==> src/hw/rtl/bb3_pkg.sv <==
// ----------------------------------------------------------------------------
// bb3_pkg: shared types and constants of the 3x3 box blur
// Pixel, column and record types, register indexes and the divide-by-nine
// helper that the result stage uses.
// ----------------------------------------------------------------------------
package bb3_pkg;

  // Field widths fixed by the interface.
  localparam int NumCh    = 3;
  localparam int PixW     = 8;
  localparam int RowW     = 16;
  localparam int OutColW  = 10;
  localparam int WidthW   = 11;
  localparam int CfgIdxW  = 2;
  localparam int CfgDataW = 16;

  // Partial sums: three 8-bit samples fit in 10 bits, nine in 12 bits.
  localparam int VSumW = 10;
  localparam int SumW  = 12;

  // The window is three columns wide.
  localparam int WinCols = 3;

  // Default line store depth.
  localparam int DefaultMaxWidth = 1024;

  // Configuration register indexes.
  localparam logic [CfgIdxW-1:0] RegImageWidth  = 2'd0;
  localparam logic [CfgIdxW-1:0] RegImageHeight = 2'd1;
  localparam logic [CfgIdxW-1:0] RegColorMode   = 2'd2;

  // Configuration reset values.
  localparam logic [WidthW-1:0] WidthReset  = 11'd1024;
  localparam logic [RowW-1:0]   HeightReset = 16'd1;

  // Result kinds of one input word, in delivery order. Up kinds center on
  // the row above the incoming row, last kinds on the final row itself.
  localparam int NumKinds = 4;
  localparam logic [1:0] KindMidUp   = 2'd0;
  localparam logic [1:0] KindEndUp   = 2'd1;
  localparam logic [1:0] KindMidLast = 2'd2;
  localparam logic [1:0] KindEndLast = 2'd3;

  // floor(x / 9) for x < 32768 equals (x * 3641) >> 15.
  localparam logic [SumW-1:0] Div9Mul   = 12'd3641;
  localparam int              Div9Shift = 15;

  typedef logic [NumCh-1:0][PixW-1:0]  pix_t;
  typedef logic [NumCh-1:0][VSumW-1:0] vsum_t;
  typedef logic [NumCh-1:0][SumW-1:0]  csum_t;
  typedef logic [NumKinds-1:0]         kind_mask_t;

  // One window column: two stored rows and the incoming row.
  typedef struct packed {
    pix_t older;
    pix_t prior;
    pix_t curr;
  } column_t;

  // One line store entry.
  typedef struct packed {
    pix_t older;
    pix_t prior;
  } line_word_t;

  // Control broadcast to every window cell.
  typedef struct packed {
    logic shift;
    logic restart;
    logic use_older;
    logic use_prior;
  } cell_ctrl_t;

  // Pending results of one input word.
  typedef struct packed {
    kind_mask_t                  mask;
    logic [RowW-1:0]             row;
    logic [NumKinds-1:0][NumCh-1:0][SumW-1:0] sums;
  } rec_t;

  // Truncated mean of a nine-sample sum.
  function automatic logic [PixW-1:0] div9(input logic [SumW-1:0] s);
    logic [2*SumW-1:0] p;
    p = (2*SumW)'(s) * (2*SumW)'(Div9Mul);
    return p[Div9Shift+PixW-1:Div9Shift];
  endfunction

endpackage

==> src/hw/rtl/bb3_window_cell.sv <==
// ----------------------------------------------------------------------------
// bb3_window_cell: one column of the 3x3 window
// Holds three rows of one column, takes its right neighbor's column on a
// shift (the new column on a restart), and forms the vertical sums for both row patterns.
// ----------------------------------------------------------------------------
module bb3_window_cell
  import bb3_pkg::*;
(
  input  logic       clk_i,
  input  logic       rst_ni,
  input  cell_ctrl_t ctrl_i,
  input  column_t    new_col_i,
  input  column_t    next_col_i,
  output column_t    col_o,
  output vsum_t      sum_up_o,
  output vsum_t      sum_last_o
);

  column_t col_q;
  column_t col_d;
  pix_t    top_up;
  pix_t    top_last;

  // On the first column of a row every cell takes the new column, which
  // replicates the left border.
  always_comb begin
    col_d = col_q;
    if (ctrl_i.shift) begin
      col_d = ctrl_i.restart ? new_col_i : next_col_i;
    end
  end

  always_ff @(posedge clk_i or negedge rst_ni) begin
    if (!rst_ni) begin
      col_q <= '0;
    end else begin
      col_q <= col_d;
    end
  end

  // Vertical sums. Near the top edge the missing rows repeat the top row.
  always_comb begin
    top_up   = ctrl_i.use_older ? col_q.older : col_q.prior;
    top_last = ctrl_i.use_prior ? col_q.prior : col_q.curr;
    for (int ch = 0; ch < NumCh; ch++) begin
      sum_up_o[ch]   = VSumW'(top_up[ch]) + VSumW'(col_q.prior[ch]) +
                       VSumW'(col_q.curr[ch]);
      sum_last_o[ch] = VSumW'(top_last[ch]) + VSumW'({col_q.curr[ch], 1'b0});
    end
  end

  assign col_o = col_q;

endmodule

==> config.mk <==
export PLATFORM = sky130hd
export DESIGN_NAME = bb3_window_cell
export DESIGN_NICKNAME = d
export VERILOG_FILES = /design/src/hw/rtl/bb3_pkg.sv /design/src/hw/rtl/bb3_window_cell.sv
export SDC_FILE = /design/constraint.sdc
export NUM_CORES = 1
export LEC_CHECK = 0
export BUFFER_PORTS_ARGS = -buffer_cell sky130_fd_sc_hd__buf_4
export CAP_MARGIN = 20
export CORE_MARGIN = 3
export CORE_UTILIZATION = 30
export DETAILED_ROUTE_END_ITERATION = 16
export PLACE_DENSITY = 0.53
export SYNTH_ARGS = -nofsm -noshare
export SYNTH_HDL_FRONTEND = slang
export SYNTH_SLANG_ARGS = --single-unit
==> constraint.sdc <==
create_clock -name clk_i -period 5.25 [get_ports clk_i]
set_clock_uncertainty 0.2 [all_clocks]
set_input_delay 0.525 -clock clk_i [delete_from_list [all_inputs] [get_ports clk_i]]
set_output_delay 0.525 -clock clk_i [all_outputs]
set_load 0.005 [all_outputs]
== Word-level counts from Yosys, hierarchy flattened ==
Index checks and enable logic that the tools add are counted.

* ROM bits: 0
* Memory bits (writable): 0
* Bits of input ports: 150
* Latch bits: 0
* Flip-flop bits (word level): 72
* Word-level logic and storage cells: 21
* Memories kept: 0
* Output and inout port bits: 132

* Reduce and logical (&&, ||, !) cells: 0
* Equality and inequality tests: 0
* Add/sub/neg operators: 9
* Mux-type cells: 3
* Bitwise gates (word level): 0
* Div/mod/pow operators: 0
* $lt $le $gt $ge: 0
* $mul: 0
* Shifts and indexed selects: 0

{| class="wikitable"
|+ Operators with widths
! kind !! number
|-
| $mux 72 || 1
|-
| $mux 24 || 2
|-
| $add 8x9->10 || 3
|-
| $add 9x8->10 || 3
|-
| $add 8x8->9 || 3
|}

== Logic depth before layout (Yosys ltp) ==
Gate-level depths: netlist (run 1).

* Depth in word-level cells: 3
* Mapped depth: 12
* Depth with buffers taken out: 10

== Worst setup path after synthesis (run 1) ==
Ideal clock, no wire load.

* Path kind: input -> output
* Start: in ctrl_i[1] in the netlist's numbering
* End: out sum_up_o[7] in the netlist's numbering
* Slack: 1450 ps
* Cell stages on the path: 10
* Data arrival time: 3075 ps
* Path through: clkbuf_1 buf_2 mux2_2 fa_1 ha_1 fa_1 a211oi_1 o21bai_1 a21oi_1 xnor2_1

{| class="wikitable"
|+ RTL lines
! item !! RTL line !! source
|-
| start, declared || bb3_window_cell.sv:11 || <nowiki>input cell_ctrl_t ctrl_i,</nowiki>
|-
| end, declared || bb3_window_cell.sv:15 || <nowiki>output vsum_t sum_up_o,</nowiki>
|}

==> results of run 1 <==
==> routing by layer <==
| layer | share of wire | up-vias | GRT usage | routed length (um) |
|---|---|---|---|---|
| met2 | 0.47 | 207 | 0.303 | 9760 |
| li1 | - | 2835 | - | - |
| met5 | 0 | - | 0 | 0 |
| met1 | 0.43 | 2632 | 0.238 | 8870 |
| met3 | 0.095 | 15 | 0.0517 | 1980 |
| met4 | 0.011 | 0 | 0.0435 | 230 |
==> cells by family (layout without fill, tap and decap cells) <==
family / count (synthesis) / in the layout / synth area share
compound gates: 175 / 175 / 0.163
fa+ha+maj: 72 / 72 / 0.183
flops: 72 / 72 / 0.293
xor+xnor: 29 / 29 / 0.0412
mux: 118 / 118 / 0.200
other cells: 0 / 1 / 0
simple gates: 117 / 117 / 0.0807
buf+inv: 61 / 332 / 0.0406
==> stage by stage <==
step	hold slack, ns	power [uW]	instance area, um2	cells
2_1_floorplan	0.0294	1650	6160	644
3_3_place_gp	0.254	2520	8490	1163
3_5_place_dp	0.254	2520	8490	1163
4_1_cts	0.270	3140	8770	1180
5_1_grt	0.283	3350	8770	1180
6_report	0.286	3090	8780	1181
==> power groups by stage <==
stage | Combinational [uW] | Clock, uW | Sequential, uW
3_5_place_dp | 1800 | 0 | 726
5_1_grt | 1980 | 638 | 726
3_3_place_gp | 1790 | 0 | 725
4_1_cts | 1810 | 617 | 716
6_report | 1780 | 597 | 711
2_1_floorplan | 954 | 0 | 695
==> cells in the mapped netlist (all sizes together) <==
cell / instances / area share
or4: 1 / 0.0012
o21a: 3 / 0.0037
mux2: 38 / 0.069
ha: 42 / 0.085
nor4: 4 / 0.0041
inv: 31 / 0.019
a221oi: 1 / 0.0014
or3: 1 / 0.0010
mux2i: 80 / 0.13
o211ai: 4 / 0.0049
dfrtp: 72 / 0.29
nor2: 78 / 0.048
o31a: 1 / 0.0014
a21oi: 104 / 0.085
o311a: 1 / 0.0016
o2111ai: 1 / 0.0014
xor2: 7 / 0.010
and2: 1 / 0.0010
a211oi: 14 / 0.017
and4: 2 / 0.0028
nor2b: 3 / 0.0043
fa: 30 / 0.098
nand3: 3 / 0.0024
nand2b: 1 / 0.0010
nand2: 17 / 0.010
a2111oi: 1 / 0.0014
clkbuf: 13 / 0.0079
o211a: 1 / 0.0016
xnor2: 22 / 0.031
nor3: 6 / 0.0049
o21ai: 25 / 0.020
buf: 17 / 0.014
o21bai: 8 / 0.0098
a21o: 11 / 0.013
==> placed cells by master (no fill, tap or decap), types with 2 or more instances in the layout <==
| cell type | n |
|---|---|
| nand2_1 | 17 |
| a211oi_1 | 14 |
| nor3_1 | 6 |
| a21oi_1 | 104 |
| and4_1 | 2 |
| ha_1 | 42 |
| mux2i_1 | 80 |
| clkinvlp_4 | 2 |
| o21a_1 | 3 |
| mux2_2 | 38 |
| buf_4 | 284 |
| fa_1 | 30 |
| o21ai_0 | 25 |
| nor2b_1 | 2 |
| o21bai_1 | 8 |
| a21o_1 | 11 |
| o211ai_1 | 4 |
| xnor2_1 | 22 |
| xor2_1 | 7 |
| clkbuf_16 | 9 |
| nor2_1 | 78 |
| dfrtp_1 | 72 |
| inv_1 | 31 |
| nand3_1 | 3 |
| nor4_1 | 4 |
| clkbuf_1 | 2 |
==> what timing repair did <==
action / in CTS / in global routing
hold buffers: 1 / 0
hold endpoints to repair: 22 / 0
resized for setup: 0 / 0
==> layout make-up <==
class	count	area [um2]
inverters	31	116
well taps	265	332
flip-flops and latches	72	1800
multi-input cells	511	4110
repair buffers	285	2140
clock inverters	4	28.8
fillers	2022	11000
clock buffers	12	246
diodes	1	2.50
==> worst min-delay path: cells and delay by family <==
family	cells	cell delay, ns
compound gates	1	0.13
buf+inv	1	0.07
mux	1	0.05
==> path summary, 6_finish.rpt <==
kind	from	endpoint	depth (start not counted)
worst min-delay path	next_col_i[59]	col_o[59]$_DFFE_PN0P_	3
min in group asynchronous	rst_ni	col_o[2]$_DFFE_PN0P_	2
worst max register to register	col_o[1]$_DFFE_PN0P_	col_o[1]$_DFFE_PN0P_	2
worst max-delay path	ctrl_i[1]	sum_up_o[7]	10
max in group asynchronous	rst_ni	col_o[44]$_DFFE_PN0P_	3
worst min register to register	col_o[70]$_DFFE_PN0P_	col_o[70]$_DFFE_PN0P_	2
==> impl_results.md, run 1 <==
- Actual slew at the worst max-slew pin: 0.918 ns
- DR WL/cell: 17.6 um
- NetSw: 1190 uW
- Sum Neg Setup Slack: 0 ns
- Tot GR Track Use: 0.183
- PortBufs: about 280
- Number of global-route vias before repair: 5,647
- Fin crit share: 0.760
- # rows: 51
- Highest-delay cell along the critical path: fa_1
- Slew Limit Headroom: 0.388
- Final hold vios: 0
- Pwr/cell area: 352 nW/um2
- Max VDD drop: 0.242 mV
- Via density: 4.82
- Max Buffers Root-to-Sink: 2
- H-tree levels: 3
- DP Worst Slack: 1.23 ns
- Wirelength, routed: 20,800 um
- Initial Util: 0.311
- First-pass GRT wire length: between 30,000 and 40,000 um
- Core Area: 19,800 um2
- Logic gate share of total power: 0.577
- Cells after Synth: 644
- Drt first pass iters: 4
- Clk pwr share: 0.193
- Net Count, Synth: 866
- Worst setup SP type: input pin
- Crit Path Max Fanout: 24
- # Post-CTS Setup Buffers: 0
- Final Max Slew Viols: 0
- Pint: 1910 uW
- Largest net degree at the start of global routing: 94
- Sequential share of the synthesized area: 0.293
- Die W: 149 um
- HP Class: input pin to register
- Mapped Area: between 6000 and 7000 um2
- Total CTS buffers: 9
- Fraction of power spent switching nets: 0.384
- Critical Path RT: 4.53 ns
- I/O pin count: 282
- ANT nets after route: 0
- Bufs and invs on worst path: 2
- Final design utilization: 0.444
- Crit-path leading delay family: adder cells
- CP Capture Type: output port
- Critical path's largest stage delay: about 0.44 ns
- Max-Cap Viols: 0
- Crit-path cells: buf_4 -> mux2_2 -> fa_1 -> ha_1 -> fa_1 -> a211oi_1 -> o21bai_1 -> a21oi_1 -> xnor2_1 -> buf_4
- Crit Path Category: input pin to output port
- CTS root buf: clkbuf_16
- GRT overflow: 0
- Share of cells above drive strength 1: 0.368
- TritonCTS clock tree: done
- F_max: around 0.25 GHz
- Fin worst setup slack: 1.26 ns
- Sequential power share: 0.230
- Outcome: finished, final reports clean
- Leakage: between 0.004 and 0.005 uW
- Post-route DRC violation count: 0
- Vias: 5,689
- First DRT Iteration DRCs: 173
- Post-DP HPWL: around 17,000 um
- Final GP Congestion: 0.854
- Die H: 149 um
- Fin crit period: approximately 4.0 ns
- Initial antenna violation count: 0
- Final setup violation count: 0
- Synthesized area per cell: 9.56 um2
- Flop2flop setup slack: 4.20 ns
- Max reg flops: 72
- P&R area growth vs syn: 42.5%
- Clk_lat worst skew: 0.34 ns
- Yosys warning total: 0
- Die area: around 22,000 um2
- Reg clk slew, reported paths: 0.06 ns
- Distinct cells, synth: 35
- Clk sink count: 72
- RSZ-0062 raised after global routing: no
- Yosys reg bits: 72
- Worst path arrival time: 3.26 ns
- Final Net Count: 1,132
Note: power is estimated with default switching activity, not from simulation.
==> inputs of run 2 (changes only) <==
==> constraint.sdc (replaced) <==
create_clock -name clk_i -period 4.01 [get_ports clk_i]
set_clock_uncertainty 0.2 [all_clocks]
set_input_delay 0.401 -clock clk_i [delete_from_list [all_inputs] [get_ports clk_i]]
set_output_delay 0.401 -clock clk_i [all_outputs]
set_load 0.005 [all_outputs]
==> impl_results.md, run 2 (synthesis gave the netlist of run 1 again) <==
- I/O pin count: 282 (unchanged)
- Core Area: 19,800 um2 (unchanged)
- GRT overflow: 0 (unchanged)
- # rows: 51 (unchanged)
- Reg clk slew, reported paths: 0.06 ns (about the same)
- Critical Path RT: 3.41 ns (-1.12 ns)
- Share of cells above drive strength 1: 0.372 (+0.00412)
- Max VDD drop: 0.264 mV (+8.8%)
- PortBufs: 281 (unchanged)
- Die area: 22,300 um2 (unchanged)
- Worst path arrival time: 3.07 ns (-0.19 ns)
- Max-Cap Viols: 0 (unchanged)
- H-tree levels: 3 (unchanged)
- # Post-CTS Setup Buffers: 0 (unchanged)
- Crit Path Max Fanout: 5 (-79%)
- Post-DP HPWL: 16,800 um (+1.8%)
- DP Worst Slack: 0.379 ns (-0.853 ns)
- Largest net degree at the start of global routing: 92 (-2.1%)
- Final Max Slew Viols: 0 (unchanged)
- Fin crit share: 0.915
- Pwr/cell area: 455 nW/um2 (+29%)
- Worst setup SP type: register
- Most frequent cells in the layout: buf_4, a21oi_1, mux2i_1
- TritonCTS clock tree: done
- Sum Neg Setup Slack: 0 ns (unchanged)
- Final GP Congestion: 0.859 (+0.67%)
- Final Net Count: 1,138 (+0.53%)
- First-pass GRT wire length: 32,300 um (+1.6%)
- Worst-case reg-to-reg path depth: 2 (unchanged)
- Wirelength, routed: 21,100 um (+1.1%)
- Vias: 5,758 (+1.2%)
- Met3 Use GR: 0.0526 (+0.000912)
- Initial antenna violation count: 1 (+1)
- F_max: about 0.27 GHz
- Hold path cells: 3 (unchanged)
- Total CTS buffers: 9 (unchanged)
- HP Class: input pin to register
- Tot GR Track Use: 0.186 (+0.00316)
- Flop2flop setup slack: 2.95 ns (-1.25 ns)
- DR WL/cell: 17.7 um (+0.60%)
- Hold EP: col_o[59]$_DFFE_PN0P_
- CP Capture Type: output port
- Drt first pass iters: 4 (unchanged)
- Number of global-route vias before repair: 5,661 (+0.25%)
- Initial Util: 0.311 (unchanged)
- First DRT Iteration DRCs: 194 (+12%)
- Outcome: finished, final reports clean
- Post-route DRC violation count: 0 (unchanged)
- Fin crit period: 3.67 ns
- Commonest non-fill, non-tap cell in the layout: buf_4
- Actual slew at the worst max-slew pin: 0.923 ns (+0.00523 ns)
- CTS root buf: clkbuf_16
- Max reg flops: 72 (unchanged)
- Fin worst setup slack: 0.341 ns (-0.922 ns)
- Met1 Use GR: 0.242 (+0.00439)
- Clk sink count: 72 (unchanged)
- Die H: 149 um (unchanged)
- ANT nets after route: 0 (unchanged)
- Grt met2 use: 0.305 (+0.00158)
- Max Buffers Root-to-Sink: 2 (unchanged)
- Slew Limit Headroom: 0.384 (-0.00349)
- Crit Path Category: register to output port
- Worst R2R End: col_o[13]$_DFFE_PN0P_
- P&R area growth vs syn: 43.4%
- Die W: 149 um (unchanged)
- RSZ-0062 raised after global routing: no
- Top Usage Layer GRT: met2
- Clk_lat worst skew: 0.34 ns (about the same)
- Final setup violation count: 0 (unchanged)
- Leakage: 0.00422 uW (+0.79%)
- Worst r2r src: col_o[13]$_DFFE_PN0P_
- Final hold vios: 0 (unchanged)
- Via density: 4.85 (+0.70%)
- Worst hold start: next_col_i[59]
==> run 2: cell count changes in the layout (fill, tap and decap cells not counted) <==
cell and delta:
clkinv_2 +1, buf_16 +1, clkbuf_8 -1, inv_6 -1, buf_4 +5, clkinv_4 +1
==> run 2: cell type report <==
| class | count | area, um2 |
|---|---|---|
| Tap cell | 265 | 332 |
| Multi-Input combinational cell | 511 | 4110 |
| Clock buffer | 11 | 233 |
| Antenna cell | 1 | 2.50 |
| Clock inverter | 5 | 33.8 |
| Timing Repair Buffer | 291 | 2210 |
| Inverter | 31 | 116 |
| Fill cell | 1991 | 10900 |
| Sequential cell | 72 | 1800 |
==> run 2: metrics by stage <==
step	area (um2)	power (uW)	util	instances	hold WS, ns
after floorplan	6160	2160	-	644	-0.0946
after global placement	8530	3300	0.431	1168	0.342
after detailed placement	8530	3300	0.431	1168	0.353
after CTS	8790	4080	0.444	1184	0.0641
after global routing	8830	4360	0.446	1187	0.158
final	8830	4020	0.446	1187	0.158
==> run 2: layer usage <==
| layer | up-vias | part of all wire |
|---|---|---|
| met3 | 18 | 0.091 |
| met2 | 220 | 0.48 |
| li1 | 2860 | - |
| met1 | 2660 | 0.42 |
| met5 | - | 0 |
| met4 | 0 | 0.015 |
==> run 2: repair_timing <==
| action | CTS | global route |
|---|---|---|
| hold buffers | 0 | 1 |
| hold endpoints to repair | 0 | 20 |
| setup endpoints to repair | 0 | 0 |
| gates resized for setup | 0 | 0 |
==> run 2: power by group <==
part | leakage (uW) | switching [uW] | total [uW] | internal (uW)
logic | 0.00329 | 1080 | 2340 | 1260
registers | 0.000802 | 132 | 935 | 803
clock network | 0.000126 | 331 | 749 | 418
total | 0.00422 | 1540 | 4020 | 2480
==> run 2: how the worst max path moves through the flow <==
stage	from	endpoint	slack [ns]	depth (start not counted)
after global routing	col_o[25]$_DFFE_PN0P_	sum_up_o[7]	0.18	9
after detailed placement	ctrl_i[1]	sum_up_o[27]	0.38	11
after global placement	ctrl_i[1]	sum_up_o[7]	0.40	10
after CTS	col_o[25]$_DFFE_PN0P_	sum_up_o[7]	0.30	9
final	col_o[25]$_DFFE_PN0P_	sum_up_o[7]	0.34	9
after floorplan	ctrl_i[1]	sum_up_o[7]	0.46	10
==> run 2: worst max-delay path, stage by stage (launching register included) <==
cell and delay, ns:
dfrtp_1 0.47, mux2_2 0.31, fa_1 0.43, ha_1 0.25, fa_1 0.43, a211oi_1 0.22, o21bai_1 0.12, a21oi_1 0.23
xnor2_1 0.15, buf_4 0.13
==> inputs of run 3 (changes only) <==
--- a/config.mk
+++ b/config.mk
@@ -8,9 +8,9 @@
 export BUFFER_PORTS_ARGS = -buffer_cell sky130_fd_sc_hd__buf_4
 export CAP_MARGIN = 20
 export CORE_MARGIN = 3
-export CORE_UTILIZATION = 30
+export CORE_UTILIZATION = 45
 export DETAILED_ROUTE_END_ITERATION = 16
-export PLACE_DENSITY = 0.53
+export PLACE_DENSITY = 0.75
 export SYNTH_ARGS = -nofsm -noshare
 export SYNTH_HDL_FRONTEND = slang
 export SYNTH_SLANG_ARGS = --single-unit
==> impl_results.md, run 3 (synthesis gave the netlist of run 1 again) <==
- Post-route DRC violation count: 0 (unchanged)
- Fin crit share: 0.926 (+0.0108)
- Commonest non-fill, non-tap cell in the layout: buf_4
- Ant. Diodes: 0 (-1)
- ANT nets after route: 0 (unchanged)
- Reg clk slew, reported paths: 0.06 ns (about the same)
- Max reg flops: 72 (unchanged)
- # Post-CTS Setup Buffers: 0 (unchanged)
- Number of global-route vias before repair: 5,742 (+1.4%)
- Pwr/cell area: 463 nW/um2 (+1.6%)
- Most frequent cells in the layout: buf_4, a21oi_1, mux2i_1
- HP Class: input pin to async pin
- I/O pin count: 282 (unchanged)
- PortBufs: 281 (unchanged)
- Fin worst setup slack: 0.297 ns (-0.0432 ns)
- H-tree levels: 3 (unchanged)
- Post-DP HPWL: 15,200 um (-9.6%)
- Critical Path RT: 3.41 ns (about the same)
- Post_cts resized: 0 (unchanged)
- Worst r2r src: col_o[1]$_DFFE_PN0P_
- CTS root buf: clkbuf_16
- DR WL/cell: 17.2 um (-2.8%)
- RSZ-0062 raised after global routing: no
- Initial Util: 0.463 (+0.152)
- Wirelength, routed: 18,800 um (-11%)
- Final setup violation count: 0 (unchanged)
- Drt first pass iters: 5 (+1)
- Clk_lat worst skew: 0.33 ns (about the same)
- Fin crit period: 3.71 ns (+0.0432 ns)
- Initial antenna violation count: 0 (-1)
- Sum Neg Setup Slack: 0 ns (unchanged)
- DP Worst Slack: 0.313 ns (-0.0661 ns)
- Clk sink count: 72 (unchanged)
- Die area: 15,100 um2 (-32%)
- Via density: 5.30 (+9.4%)
- Tot GR Track Use: 0.247 (+0.0608)
- Final GP Congestion: 0.938 (+9.2%)
- CP Capture Type: output port
- Final Max Slew Viols: 0 (unchanged)
- Worst path arrival time: 3.11 ns (+0.04 ns)
- Max-Cap Viols: 0 (unchanged)
- Outcome: finished, final reports clean
- Post-CTS Hold Fix Bufs: 0 (unchanged)
- Die H: 123 um (-18%)
- Largest net degree at the start of global routing: 78 (-15%)
- First DRT Iteration DRCs: 434 (+120%)
- Leakage: 0.00420 uW (-0.41%)
- Max Buffers Root-to-Sink: 2 (unchanged)
- F_max: 0.269 GHz (-1.2%)
- P&R area growth vs syn: 41.1%
- Share of cells above drive strength 1: 0.371 (-0.00124)
- First-pass GRT wire length: 29,000 um (-10%)
- Tot Pwr: 4020 uW (about the same)
- # rows: 42 (-18%)
- Worst setup SP type: register
- Total CTS buffers: 9 (unchanged)
- Final hold vios: 0 (unchanged)
- Final Net Count: 1,133 (-0.44%)
- Max VDD drop: 0.338 mV (+28%)
- GRT overflow: 0 (unchanged)
- Vias: 5,793 (+0.61%)
- Slew Limit Headroom: 0.374 (-0.0105)
- Actual slew at the worst max-slew pin: 0.939 ns (+0.0158 ns)
- TritonCTS clock tree: done
- CP startpoint: col_o[25]$_DFFE_PN0P_
- Die W: 123 um (-18%)
- Crit Path Category: register to output port
- Crit Path Max Fanout: 5 (unchanged)
- Core Area: 13,300 um2 (-33%)
[run 3: metrics by stage]
stage / area [um2] / hold slack [ns] / util / std cells
3_5_place_dp: 8400 / 0.349 / 0.632 / 1076
4_1_cts: 8690 / 0.0536 / 0.654 / 1092
2_1_floorplan: 6160 / -0.0946 / - / 644
6_report: 8690 / 0.0134 / 0.654 / 1092
3_3_place_gp: 8400 / 0.341 / 0.632 / 1076
5_1_grt: 8690 / 0.0853 / 0.654 / 1092
[run 3: critical path: stages, from the launching register on]
cell and delay (ns):
dfrtp_1 0.47, mux2_2 0.31, fa_1 0.45, ha_1 0.26
fa_1 0.43, a211oi_1 0.23, o21bai_1 0.11, a21oi_1 0.26
xnor2_1 0.15, buf_4 0.13
[run 3: final timing paths]
| check | endpoint | slack [ns] | cells past startpoint |
|---|---|---|---|
| setup reg to reg | col_o[1]$_DFFE_PN0P_ | 2.98 | 2 |
| hold / removal | col_o[60]$_DFFE_PN0P_ | 0.01 | 1 |
| hold reg to reg | col_o[55]$_DFFE_PN0P_ | 0.36 | 2 |
| setup / recovery | sum_up_o[7] | 0.30 | 9 |
| max in group asynchronous | col_o[28]$_DFFE_PN0P_ | 2.98 | 1 |
| min in group clk_i | col_o[57]$_DFFE_PN0P_ | 0.16 | 3 |
[run 3: layout make-up]
cell class | instances | area, um2
Tap cell | 176 | 220
Clock inverter | 4 | 28.8
Clock buffer | 12 | 256
Multi-Input combinational cell | 511 | 4110
Fill cell | 1167 | 4610
Inverter | 31 | 116
Timing Repair Buffer | 286 | 2160
Sequential cell | 72 | 1800
[run 3: where the power goes]
| group | switching, uW | internal [uW] | total [uW] |
|---|---|---|---|
| sequential | 125 | 803 | 928 |
| combinational | 1070 | 1250 | 2330 |
| clock | 312 | 453 | 765 |
[run 3: per-layer routing]
metal  part of all wire  vias up  global-route usage  wire [um]
met2               0.50      244               0.422       9320
met3              0.099       26              0.0723       1870
met4              0.021        0              0.0955        386
met1               0.39     2690               0.294       7250
met5                  0        -                   0          0
li1                   -     2833                   -          -
